[config.mk]
export PLATFORM = sky130hd
export DESIGN_NAME = running_statistics_accumulator
export DESIGN_NICKNAME = d
export VERILOG_FILES = /design/src/rtl/rsa_pkg.sv /design/src/rtl/running_statistics_accumulator.sv
export VERILOG_INCLUDE_DIRS = /design/src /design/src/rtl
export SDC_FILE = /design/constraint.sdc
export NUM_CORES = 2
export LEC_CHECK = 0
export BUFFER_PORTS_ARGS = -buffer_cell sky130_fd_sc_hd__buf_2
export CAP_MARGIN = 20
export CORE_MARGIN = 5
export CORE_UTILIZATION = 50
export CTS_BUF_LIST = sky130_fd_sc_hd__clkbuf_8
export DETAILED_ROUTE_END_ITERATION = 8
export PLACE_DENSITY_LB_ADDON = 0.3
export SLEW_MARGIN = 10
export SYNTH_ARGS = -nofsm -noshare
export SYNTH_HDL_FRONTEND = slang
export SYNTH_SLANG_ARGS = --single-unit
[constraint.sdc]
create_clock -name clk -period 22.3 [get_ports clk]
set_input_delay 5.575 -clock clk [delete_from_list [all_inputs] [get_ports clk]]
set_output_delay 5.575 -clock clk [all_outputs]
set_load 0.01 [all_outputs]
[src/rtl/assert_macros.svh]
// assertion macros used by the accumulator rtl file
`ifndef ASSERT_MACROS_SVH
`define ASSERT_MACROS_SVH

`ifndef SYNTHESIS
`define ASSERT_IMPL(lbl, clk, rst_n, ante, cons) \
	lbl: assert property (@(posedge clk) disable iff (!rst_n) (ante) |-> (cons)) \
		else $error("assertion failed");
`define ASSERT_NEXT(lbl, clk, rst_n, ante, cons) \
	lbl: assert property (@(posedge clk) disable iff (!rst_n) (ante) |=> (cons)) \
		else $error("assertion failed");
`else
`define ASSERT_IMPL(lbl, clk, rst_n, ante, cons)
`define ASSERT_NEXT(lbl, clk, rst_n, ante, cons)
`endif

`endif

[src/rtl/rsa_pkg.sv]
// constants and types for the running statistics accumulator
`timescale 1ns / 1ps

package rsa_pkg;

	localparam int unsigned SAMPLE_WIDTH_DEF = 32;
	localparam int unsigned COUNT_WIDTH_DEF  = 32;
	localparam int unsigned FRAC_BITS_DEF    = 16;

	localparam int unsigned VAL_W  = 32;
	localparam int unsigned SUM_W  = 64;
	localparam int unsigned MEAN_W = 48;
	localparam int unsigned QUO_W  = MEAN_W + 1;

	localparam int unsigned IN_DATA_W  = 32;
	localparam int unsigned IN_USER_W  = 1;
	localparam int unsigned OUT_FIELD_W = 5 * VAL_W + 2 * SUM_W + MEAN_W + 2;
	localparam int unsigned OUT_DATA_W  = ((OUT_FIELD_W + 7) / 8) * 8;
	localparam int unsigned OUT_USER_W  = 1;

	localparam logic KIND_SAMPLE = 1'b0;
	localparam logic KIND_REPORT = 1'b1;

	typedef enum logic [6:0] {
		ST_IDLE = 7'b0000001,
		ST_ACC  = 7'b0000010,
		ST_SUM  = 7'b0000100,
		ST_ABS  = 7'b0001000,
		ST_DIV  = 7'b0010000,
		ST_NEG  = 7'b0100000,
		ST_OUT  = 7'b1000000
	} state_t;

endpackage

[src/rtl/running_statistics_accumulator.sv]
// running statistics accumulator top level with shared 64-bit adder sequencer
`timescale 1ns / 1ps
`include "assert_macros.svh"

// A sample transfer is accepted and then applied in the update state, and a report
// transfer keeps the block busy from accept until its result is loaded into the
// output register: the mean is found by a restoring divider that retires one
// quotient bit per cycle over 64 + FRAC_BITS bits, and the total, its magnitude,
// every divide step and the final sign all go through one shared 64-bit adder.
// The result sits in an output register, so sample transfers keep flowing while a
// report waits to be taken. The mean is truncated toward zero and clamped to the
// 48-bit signed range; a report with no samples carries only the no-data flag.

module running_statistics_accumulator #(
	parameter int unsigned SAMPLE_WIDTH = rsa_pkg::SAMPLE_WIDTH_DEF,
	parameter int unsigned COUNT_WIDTH  = rsa_pkg::COUNT_WIDTH_DEF,
	parameter int unsigned FRAC_BITS    = rsa_pkg::FRAC_BITS_DEF
) (
	input  logic                            clk,
	input  logic                            arst_n,
	input  logic                            s_axis_tvalid,
	output logic                            s_axis_tready,
	// sample
	input  logic [rsa_pkg::IN_DATA_W-1:0]   s_axis_tdata,
	// kind
	input  logic [rsa_pkg::IN_USER_W-1:0]   s_axis_tuser,
	output logic                            m_axis_tvalid,
	input  logic                            m_axis_tready,
	// max_value, min_value, sample_count, positive_count, negative_count,
	// odd_total, even_total, mean_value, ends_equal, count_saturated, zero pad
	output logic [rsa_pkg::OUT_DATA_W-1:0]  m_axis_tdata,
	// no_data
	output logic [rsa_pkg::OUT_USER_W-1:0]  m_axis_tuser
);

	import rsa_pkg::*;

	localparam int unsigned DIV_BITS = SUM_W + FRAC_BITS;
	localparam int unsigned STEP_W   = $clog2(DIV_BITS);
	localparam logic [COUNT_WIDTH-1:0] CNT_ONE = COUNT_WIDTH'(1);
	localparam logic [COUNT_WIDTH-1:0] CNT_MAX = {COUNT_WIDTH{1'b1}};
	localparam logic [VAL_W-1:0] LARGEST_RST =
		{{(VAL_W - SAMPLE_WIDTH + 1){1'b1}}, {(SAMPLE_WIDTH - 1){1'b0}}};
	localparam logic [VAL_W-1:0] SMALLEST_RST =
		{{(VAL_W - SAMPLE_WIDTH + 1){1'b0}}, {(SAMPLE_WIDTH - 1){1'b1}}};
	localparam logic [QUO_W-1:0] NEG_LIM = QUO_W'(1) << (MEAN_W - 1);
	localparam logic [QUO_W-1:0] POS_LIM = NEG_LIM - QUO_W'(1);

	state_t                  state_q;
	logic [VAL_W-1:0]        sample_q;
	logic [VAL_W-1:0]        largest_q;
	logic [VAL_W-1:0]        smallest_q;
	logic [VAL_W-1:0]        first_q;
	logic [VAL_W-1:0]        last_q;
	logic [COUNT_WIDTH-1:0]  count_q;
	logic [COUNT_WIDTH-1:0]  pos_q;
	logic [COUNT_WIDTH-1:0]  neg_q;
	logic [SUM_W-1:0]        odd_q;
	logic [SUM_W-1:0]        even_q;
	logic                    sat_q;
	logic [SUM_W-1:0]        div_q;
	logic                    sign_q;
	logic [COUNT_WIDTH-1:0]  rem_q;
	logic [QUO_W-1:0]        quo_q;
	logic                    ovf_q;
	logic [STEP_W-1:0]       step_q;
	logic [MEAN_W-1:0]       mean_q;
	logic                    out_vld_q;
	logic [OUT_DATA_W-1:0]   out_data_q;
	logic                    out_nodata_q;

	logic [SUM_W-1:0]        add_a;
	logic [SUM_W-1:0]        add_b;
	logic                    add_c;
	logic [SUM_W-1:0]        add_sum;
	logic [COUNT_WIDTH:0]    rem_sh;
	logic [QUO_W-1:0]        cap_mag;
	logic                    accept;
	logic                    out_free;

	assign accept        = s_axis_tvalid && s_axis_tready;
	assign s_axis_tready = (state_q == ST_IDLE);
	assign out_free      = !out_vld_q || m_axis_tready;
	assign rem_sh        = {rem_q, div_q[SUM_W-1]};

	// clamp before the sign is applied
	always_comb begin
		if (sign_q) begin
			cap_mag = (ovf_q || quo_q > NEG_LIM) ? NEG_LIM : quo_q;
		end else begin
			cap_mag = (ovf_q || quo_q > POS_LIM) ? POS_LIM : quo_q;
		end
	end

	// shared adder operand select
	always_comb begin
		add_a = '0;
		add_b = '0;
		add_c = 1'b0;
		case (state_q)
			ST_ACC: begin
				add_a = sample_q[0] ? odd_q : even_q;
				add_b = SUM_W'($signed(sample_q));
			end
			ST_SUM: begin
				add_a = odd_q;
				add_b = even_q;
			end
			ST_ABS: begin
				add_a = sign_q ? ~div_q : div_q;
				add_c = sign_q;
			end
			ST_DIV: begin
				add_a = SUM_W'(rem_sh);
				add_b = ~(SUM_W'(count_q));
				add_c = 1'b1;
			end
			ST_NEG: begin
				add_a = sign_q ? ~(SUM_W'(cap_mag)) : SUM_W'(cap_mag);
				add_c = sign_q;
			end
			default: begin
				add_a = '0;
			end
		endcase
	end

	assign add_sum = add_a + add_b + SUM_W'(add_c);

	always_ff @(posedge clk or negedge arst_n) begin
		if (!arst_n) begin
			state_q    <= ST_IDLE;
			largest_q  <= LARGEST_RST;
			smallest_q <= SMALLEST_RST;
			first_q    <= '0;
			last_q     <= '0;
			count_q    <= '0;
			pos_q      <= '0;
			neg_q      <= '0;
			odd_q      <= '0;
			even_q     <= '0;
			sat_q      <= 1'b0;
			out_vld_q  <= 1'b0;
			step_q     <= '0;
		end else begin
			if (state_q == ST_OUT && out_free) begin
				out_vld_q <= 1'b1;
			end else if (m_axis_tready) begin
				out_vld_q <= 1'b0;
			end
			case (state_q)
				ST_IDLE: begin
					if (accept) begin
						if (s_axis_tuser[0] == KIND_SAMPLE) begin
							state_q <= ST_ACC;
						end else if (count_q == '0) begin
							state_q <= ST_OUT;
						end else begin
							state_q <= ST_SUM;
						end
					end
				end
				ST_ACC: begin
					if (count_q == CNT_MAX) begin
						sat_q <= 1'b1;
					end else begin
						if (count_q == '0) begin
							first_q <= sample_q;
						end
						last_q  <= sample_q;
						count_q <= count_q + CNT_ONE;
						if ($signed(sample_q) > $signed(largest_q)) begin
							largest_q <= sample_q;
						end
						if ($signed(sample_q) < $signed(smallest_q)) begin
							smallest_q <= sample_q;
						end
						if (sample_q[VAL_W-1]) begin
							neg_q <= neg_q + CNT_ONE;
						end else if (sample_q != '0) begin
							pos_q <= pos_q + CNT_ONE;
						end
						if (sample_q[0]) begin
							odd_q <= add_sum;
						end else begin
							even_q <= add_sum;
						end
					end
					state_q <= ST_IDLE;
				end
				ST_SUM: begin
					state_q <= ST_ABS;
				end
				ST_ABS: begin
					step_q  <= STEP_W'(DIV_BITS - 1);
					state_q <= ST_DIV;
				end
				ST_DIV: begin
					step_q <= step_q - STEP_W'(1);
					if (step_q == '0) begin
						state_q <= ST_NEG;
					end
				end
				ST_NEG: begin
					state_q <= ST_OUT;
				end
				ST_OUT: begin
					if (out_free) begin
						state_q <= ST_IDLE;
					end
				end
				default: begin
					state_q <= ST_IDLE;
				end
			endcase
		end
	end

	// datapath registers
	always_ff @(posedge clk) begin
		if (accept) begin
			sample_q <= VAL_W'($signed(s_axis_tdata[SAMPLE_WIDTH-1:0]));
		end
		case (state_q)
			ST_SUM: begin
				div_q  <= add_sum;
				sign_q <= add_sum[SUM_W-1];
			end
			ST_ABS: begin
				div_q <= add_sum;
				rem_q <= '0;
				quo_q <= '0;
				ovf_q <= 1'b0;
			end
			ST_DIV: begin
				div_q <= {div_q[SUM_W-2:0], 1'b0};
				ovf_q <= ovf_q | quo_q[QUO_W-1];
				if (!add_sum[SUM_W-1]) begin
					rem_q <= add_sum[COUNT_WIDTH-1:0];
					quo_q <= {quo_q[QUO_W-2:0], 1'b1};
				end else begin
					rem_q <= rem_sh[COUNT_WIDTH-1:0];
					quo_q <= {quo_q[QUO_W-2:0], 1'b0};
				end
			end
			ST_NEG: begin
				mean_q <= add_sum[MEAN_W-1:0];
			end
			ST_OUT: begin
				if (out_free) begin
					if (count_q == '0) begin
						out_data_q   <= '0;
						out_nodata_q <= 1'b1;
					end else begin
						out_data_q <= OUT_DATA_W'({
							sat_q,
							(first_q == last_q),
							mean_q,
							even_q,
							odd_q,
							VAL_W'(neg_q),
							VAL_W'(pos_q),
							VAL_W'(count_q),
							smallest_q,
							largest_q
						});
						out_nodata_q <= 1'b0;
					end
				end
			end
			default: begin
				div_q <= div_q;
			end
		endcase
	end

	assign m_axis_tvalid = out_vld_q;
	assign m_axis_tdata  = out_data_q;
	assign m_axis_tuser  = out_nodata_q;

	`ASSERT_NEXT(a_acc_next, clk, arst_n, (accept && s_axis_tuser[0] == KIND_SAMPLE), (state_q == ST_ACC))
	`ASSERT_NEXT(a_cnt_mono, clk, arst_n, 1'b1, (count_q >= $past(count_q)))
	`ASSERT_NEXT(a_sat_hold, clk, arst_n, sat_q, sat_q)
	`ASSERT_IMPL(a_sign_cnt, clk, arst_n, 1'b1, (({1'b0, pos_q} + {1'b0, neg_q}) <= {1'b0, count_q}))
	`ASSERT_IMPL(a_out_src, clk, arst_n, $rose(out_vld_q), ($past(state_q) == ST_OUT))

endmodule

* Word-level counts from Yosys, hierarchy flattened
Cells that the tools add are included.
** Word-level totals
- Register bits after elaboration :: 940
- Latch bits :: 0
- Bits in writable memories :: 0
- Memory bits (read-only) :: 0
- Input bits :: 37
- Memories kept :: 0
** Operators by class
- Add/sub/neg operators :: 6
- Multiply operators :: 0
- Divide/modulo/power cells :: 0
- Magnitude comparators :: 4
- Equal/unequal tests :: 12
- Shifts and indexed selects :: 0
- Muxes and demuxes :: 25
- Bitwise gates (word level) :: 7
- Reduce and logical (&&, ||, !) cells :: 25
** Operators with widths (number)
- one-hot mux 64 bit (5 select lines) :: 1
- two-way mux 64 bit :: 3
- one-hot mux 64 bit (3 select lines) :: 1
- two-way mux 49 bit :: 3
- one-hot mux 64 bit (2 select lines) :: 1
- one-hot mux 49 bit (2 select lines) :: 1
- adder 32 x 1 -> 32 bit (second input constant) :: 3
- adder 64 x 1 -> 64 bit :: 1
- adder 64 bit :: 1
- NOT 32 -> 64 bit :: 1
- NOT 49 -> 64 bit :: 1
- NOT 64 bit :: 1
- one-hot mux 32 bit (2 select lines) :: 1
- greater-than comparator 49 x 47 -> 1 bit (second input constant) :: 1
- greater-than comparator 49 x 48 -> 1 bit (second input constant) :: 1
- one-hot mux 7 bit (6 select lines) :: 1
- two-way mux 7 bit :: 5
- equality test 32 bit :: 1
- equality test 32 bit (second input constant) :: 1
- greater-than comparator 32 bit :: 1
- zero test 32 bit :: 1
- < comparator 32 bit :: 1
- two-way mux 32 bit :: 1
- nonzero test 32 bit :: 1
- 24 further kinds :: 45

* Depth between registers and ports, before layout
- Depth after elaboration :: 11
- Gate-level depth with buffers :: 21
- Depth with buffers taken out :: 18

* Worst setup path before layout
Ideal clock, no wire load.
- Kind :: input -> register
- Start :: input m_axis_tready
- End :: register out_data_q[0], in the netlist m_axis_tdata[0] (enable)
- Library setup time :: 1.082 ns
- Arrival :: 20.524 ns
- Data required time :: 21.218 ns
- Setup slack :: 0.694 ns
- Stages on the path :: 2
- Path through :: nand2b_1 nor2b_1
** On the way
- Word-level cells in the longest chain between the ends :: 2
** RTL lines
- start: declaration :: RTL line running_statistics_accumulator.sv:28 : input logic m_axis_tready,
- logical OR 1 bit :: RTL line running_statistics_accumulator.sv:83 : assign out_free = !out_vld_q || m_axis_tready;
- AND reduction 2 bit (no line)
- end signal: assignment :: RTL line running_statistics_accumulator.sv:255 : out_data_q <= OUT_DATA_W'({
- end: declaration :: RTL line running_statistics_accumulator.sv:69 : logic [OUT_DATA_W-1:0] out_data_q;
Every way passes these cells.
A chain may end at the register's enable or synchronous reset.

* Worst setup path after layout
- Start :: input m_axis_tready
- End :: register out_data_q[94], in the netlist m_axis_tdata[94] (enable)
Same word-level chain as after synthesis.

==> results by group <==
Logic synthesis
  • Area contributors post-synth: edfxtp_1 38%, dfrtp_1 19%, nand2_1 5.0%, ha_1 3.6%, nor2b_1 3.5%
  • Asr flop ratio synth: 39.4%
  • Mapped Avg Cell Area: 11.1 um2
  • Share of the synthesized area in the top cell type: between 30% and 40%
  • Register area share after synthesis: just under 60%
  • Post-synth top area cell: edfxtp_1
  • Ys flop type: edfxtp_1
  • Seq cells post-synth: slightly above 900
  • Syn Inst Count: between 4000 and 5000
  • Yosys cell types: 90
  • EDFF count, synth: 566
  • Mapped cell area: ~0.045 mm2
  • Cell with the most instances after synthesis: nand2_1
  • Post-synth top cells: 606 x nand2_1, 566 x edfxtp_1, 335 x dfrtp_1, 271 x o21ai_0, 254 x nor2b_1
  • Syn. warnings: 0

Pwr
  • Leakage: 22.0 nW
  • Power share of the combinational group: 26.7%
  • Clock power frac: 27.0%
  • Worst vdd ir: around 0.12 mV
  • Flop pwr share: between 40% and 50%
  • Psw: roughly 1.9 mW
  • Sw Share: 35.8%
  • Int Pwr: between 3 and 4 mW
  • Power density cells: 105 mW/mm2

Worst setup path
  • Worst-path fanout max: 80
  • Slowest stage cell, crit path: buf_4
  • Crit. End Element: flip-flop
  • WP data required: approximately 23000 ps
  • Worst path most repeated cell: buf_4
  • CP Data Arrival Time: slightly below 9000 ps
  • CP Launch Type: input pin
  • Crit Path Class: input pin to flip-flop
  • Slowest stage delay, CP: around 810 ps
  • Worst path cell trace: buf_2 > nand2b_1 > nor2b_4 > buf_4 > buf_4 > buf_4

STA
  • Minimum clock period: about 8300 ps
  • FMAX: roughly 120 MHz
  • RSZ-0062 raised after global routing: no
  • Pins Over Slew Limit: 0
  • Endpoints failing setup: 0
  • Hold slack: roughly 450 ps
  • Period Utilization, post-route: between 30 and 40%
  • Setup TNS: 0 ps
  • Hold Vio Cnt, Final: 0
  • Slew headroom: 21.2%
  • Least-Margin Pin Slew: 1180 ps
  • Worst Skew: 48.1 ps

Detailed routing
  • Number of vias in the routed layout: 33600
  • WL/cell: roughly 23 um
  • DR iter-0 viols: about 3700
  • Final WL: 131 mm
  • Final routed DRC violation total: 0
  • Vias/cell: between 5 and 6
  • Antenna viol nets, final: 0
  • DRT Pass-1 Iters: 6

Hold path
  • Hold WC Path Type: flip-flop to flip-flop

Floorplanning
  • FP Rows: 110
  • Die area: 0.0966 mm2
  • Chip width: 311 um
  • Core Box Area: ~0.090 mm2
  • I/O pins: 384
  • Starting Density: between 50 and 60%
  • DIE HEIGHT: 311 um

Layout
  • Fillers: approximately 7600
  • Area of the multi-input gates: 0.0176 mm2
  • Layout cells sized above 1: between 10% and 20%
  • Post-route cell area: 0.0510 mm2
  • Register area: around 0.026 mm2
  • Synth-to-Final Area Change: 12.8%
  • Nets: ~4500

Clock tree
  • Root Driver: clkbuf_8
  • Max clock buf depth: 3
  • CTS Hold Buffers Added: 0
  • CTS tree: yes
  • CTS resizes: 0
  • Clk_lat worst skew: around 840 ps
  • Clock sinks: 934
  • Clock transition at the registers of the reported paths: approximately 60 ps
  • TritonCTS Buffers: between 150 and 200
  • Postcts setup bufs: 0
  • H-tree levels: 4

Global routing
  • Initial antenna violation count: 7
  • Global-route wire length before repair: 199 mm
  • GR Overflow Total: 0
  • Vias in the first global route: around 33000
  • Largest net degree at the start of global routing: about 170
  • Total GRT Usage: between 20% and 30%

Place
  • Final HPWL DP: 88.3 mm
  • Dpl cell area: slightly below 0.05 mm2
  • GP Congestion: between 0.9 and 1
  • Buffers on Ports: around 380

Status
  • Status: complete, no violations

Job
  • Max cap viols: 0
==> flip-flops by register name, summed over array words and instances, names as in the netlist, 7 cells and up <==
| register | cells |
|---|---|
| m_axis_tdata | 338 |
| div_q | 64 |
| even_q | 64 |
| odd_q | 64 |
| quo_q | 49 |
| mean_q | 48 |
| count_q | 32 |
| first_q | 32 |
| largest_q | 32 |
| last_q | 32 |
| neg_q | 32 |
| pos_q | 32 |
| rem_q | 32 |
| sample_q | 32 |
| smallest_q | 32 |
| state_q | 7 |
| step_q | 7 |
==> routing by layer <==
layer	track usage (%)	wire, um	vias up
met5	0	0	-
met4	9.11	4280	0
met3	6.14	11400	269
met2	41.4	60300	1519
met1	36.1	54600	16600
li1	-	-	15300
==> layout by cell type, fill, tap and decap left out, types with 17 or more instances in the layout <==
master and n:
a21oi_1 110, or3_1 42, xor2_1 90, dfrtp_1 335, mux2_2 119, nor3_1 23, o21ai_0 271, inv_1 181
nand3_1 99, nand4_1 78, a21o_1 74, dfstp_2 33, nor2_1 188, nand2_1 603, a222oi_1 37, nor2b_1 251
ha_1 131, nor4_1 39, a31oi_1 37, buf_4 55, buf_2 376, clkbuf_8 174, a221oi_1 30, edfxtp_1 566
and3_1 78, xnor2_1 138, o311ai_0 35, o21a_1 17, a221o_1 33
==> metrics by stage <==
| stage | instances | utilization (%) | worst slack (ps) | power (mW) |
|---|---|---|---|---|
| after floorplan | 4066 | - | 694 | 3.44 |
| after global placement | 5392 | 53.5 | 13250 | 3.88 |
| after detailed placement | 5392 | 53.5 | 13100 | 3.92 |
| after CTS | 5678 | 56.8 | 14000 | 5.38 |
| after global routing | 5680 | 56.8 | 13720 | 5.64 |
| final | 5681 | 56.8 | 13960 | 5.36 |
==> logic make-up after synthesis <==
| family | share of synthesized area (%) |
|---|---|
| adders and majority gates | 3.71 |
| other | 0.00829 |
| buffers and inverters | 3.43 |
| AOI/OAI and AO/OA | 11.4 |
| xor gates and xnor gates | 4.45 |
| muxes | 3.18 |
| DFF | 58.0 |
| and+or+nand+nor | 15.8 |
==> power groups by stage <==
stage               sequential, mW  clock (mW)  combinational, mW
global route                  2.50        1.56               1.58
floorplan                     2.49           0              0.950
CTS                           2.47        1.48               1.43
finish                        2.48        1.45               1.43
global placement              2.50           0               1.39
detailed placement            2.50           0               1.42
==> area by class of cell <==
type | instances | share of cell area [%]
antenna | 2 | 0.00981
multi-input combinational | 2736 | 34.4
tap | 1176 | 2.88
clock buffer | 174 | 4.69
clock inverter | 112 | 1.11
inverter | 113 | 0.831
sequential | 934 | 51.4
timing repair buffer | 434 | 4.61
==> critical path, delay by kind of cell <==
kind | cells | cell delay (ps)
buf+inv | 4 | 2260
simple gates | 2 | 760
==> worst paths after layout <==
kind                                   startpoint                        endpoint  slack, ps  cells past startpoint
hold reg to reg                 sat_q$_DFFE_PN0P_               sat_q$_DFFE_PN0P_        450                      1
max in group asynchronous                  arst_n          even_q[40]$_DFFE_PN0P_      16020                      2
hold / removal                  sat_q$_DFFE_PN0P_               sat_q$_DFFE_PN0P_        450                      1
min in group asynchronous                  arst_n       largest_q[13]$_DFFE_PN0P_       4800                      1
setup reg to reg           state_q[2]$_DFFE_PN0P_          rem_q[7]$_SDFFCE_PN0P_      14900                     18
setup / recovery                    m_axis_tready  m_axis_tdata[94]$_SDFFCE_PP0P_      13960                      6
Note: power is estimated with default switching activity, not from simulation.
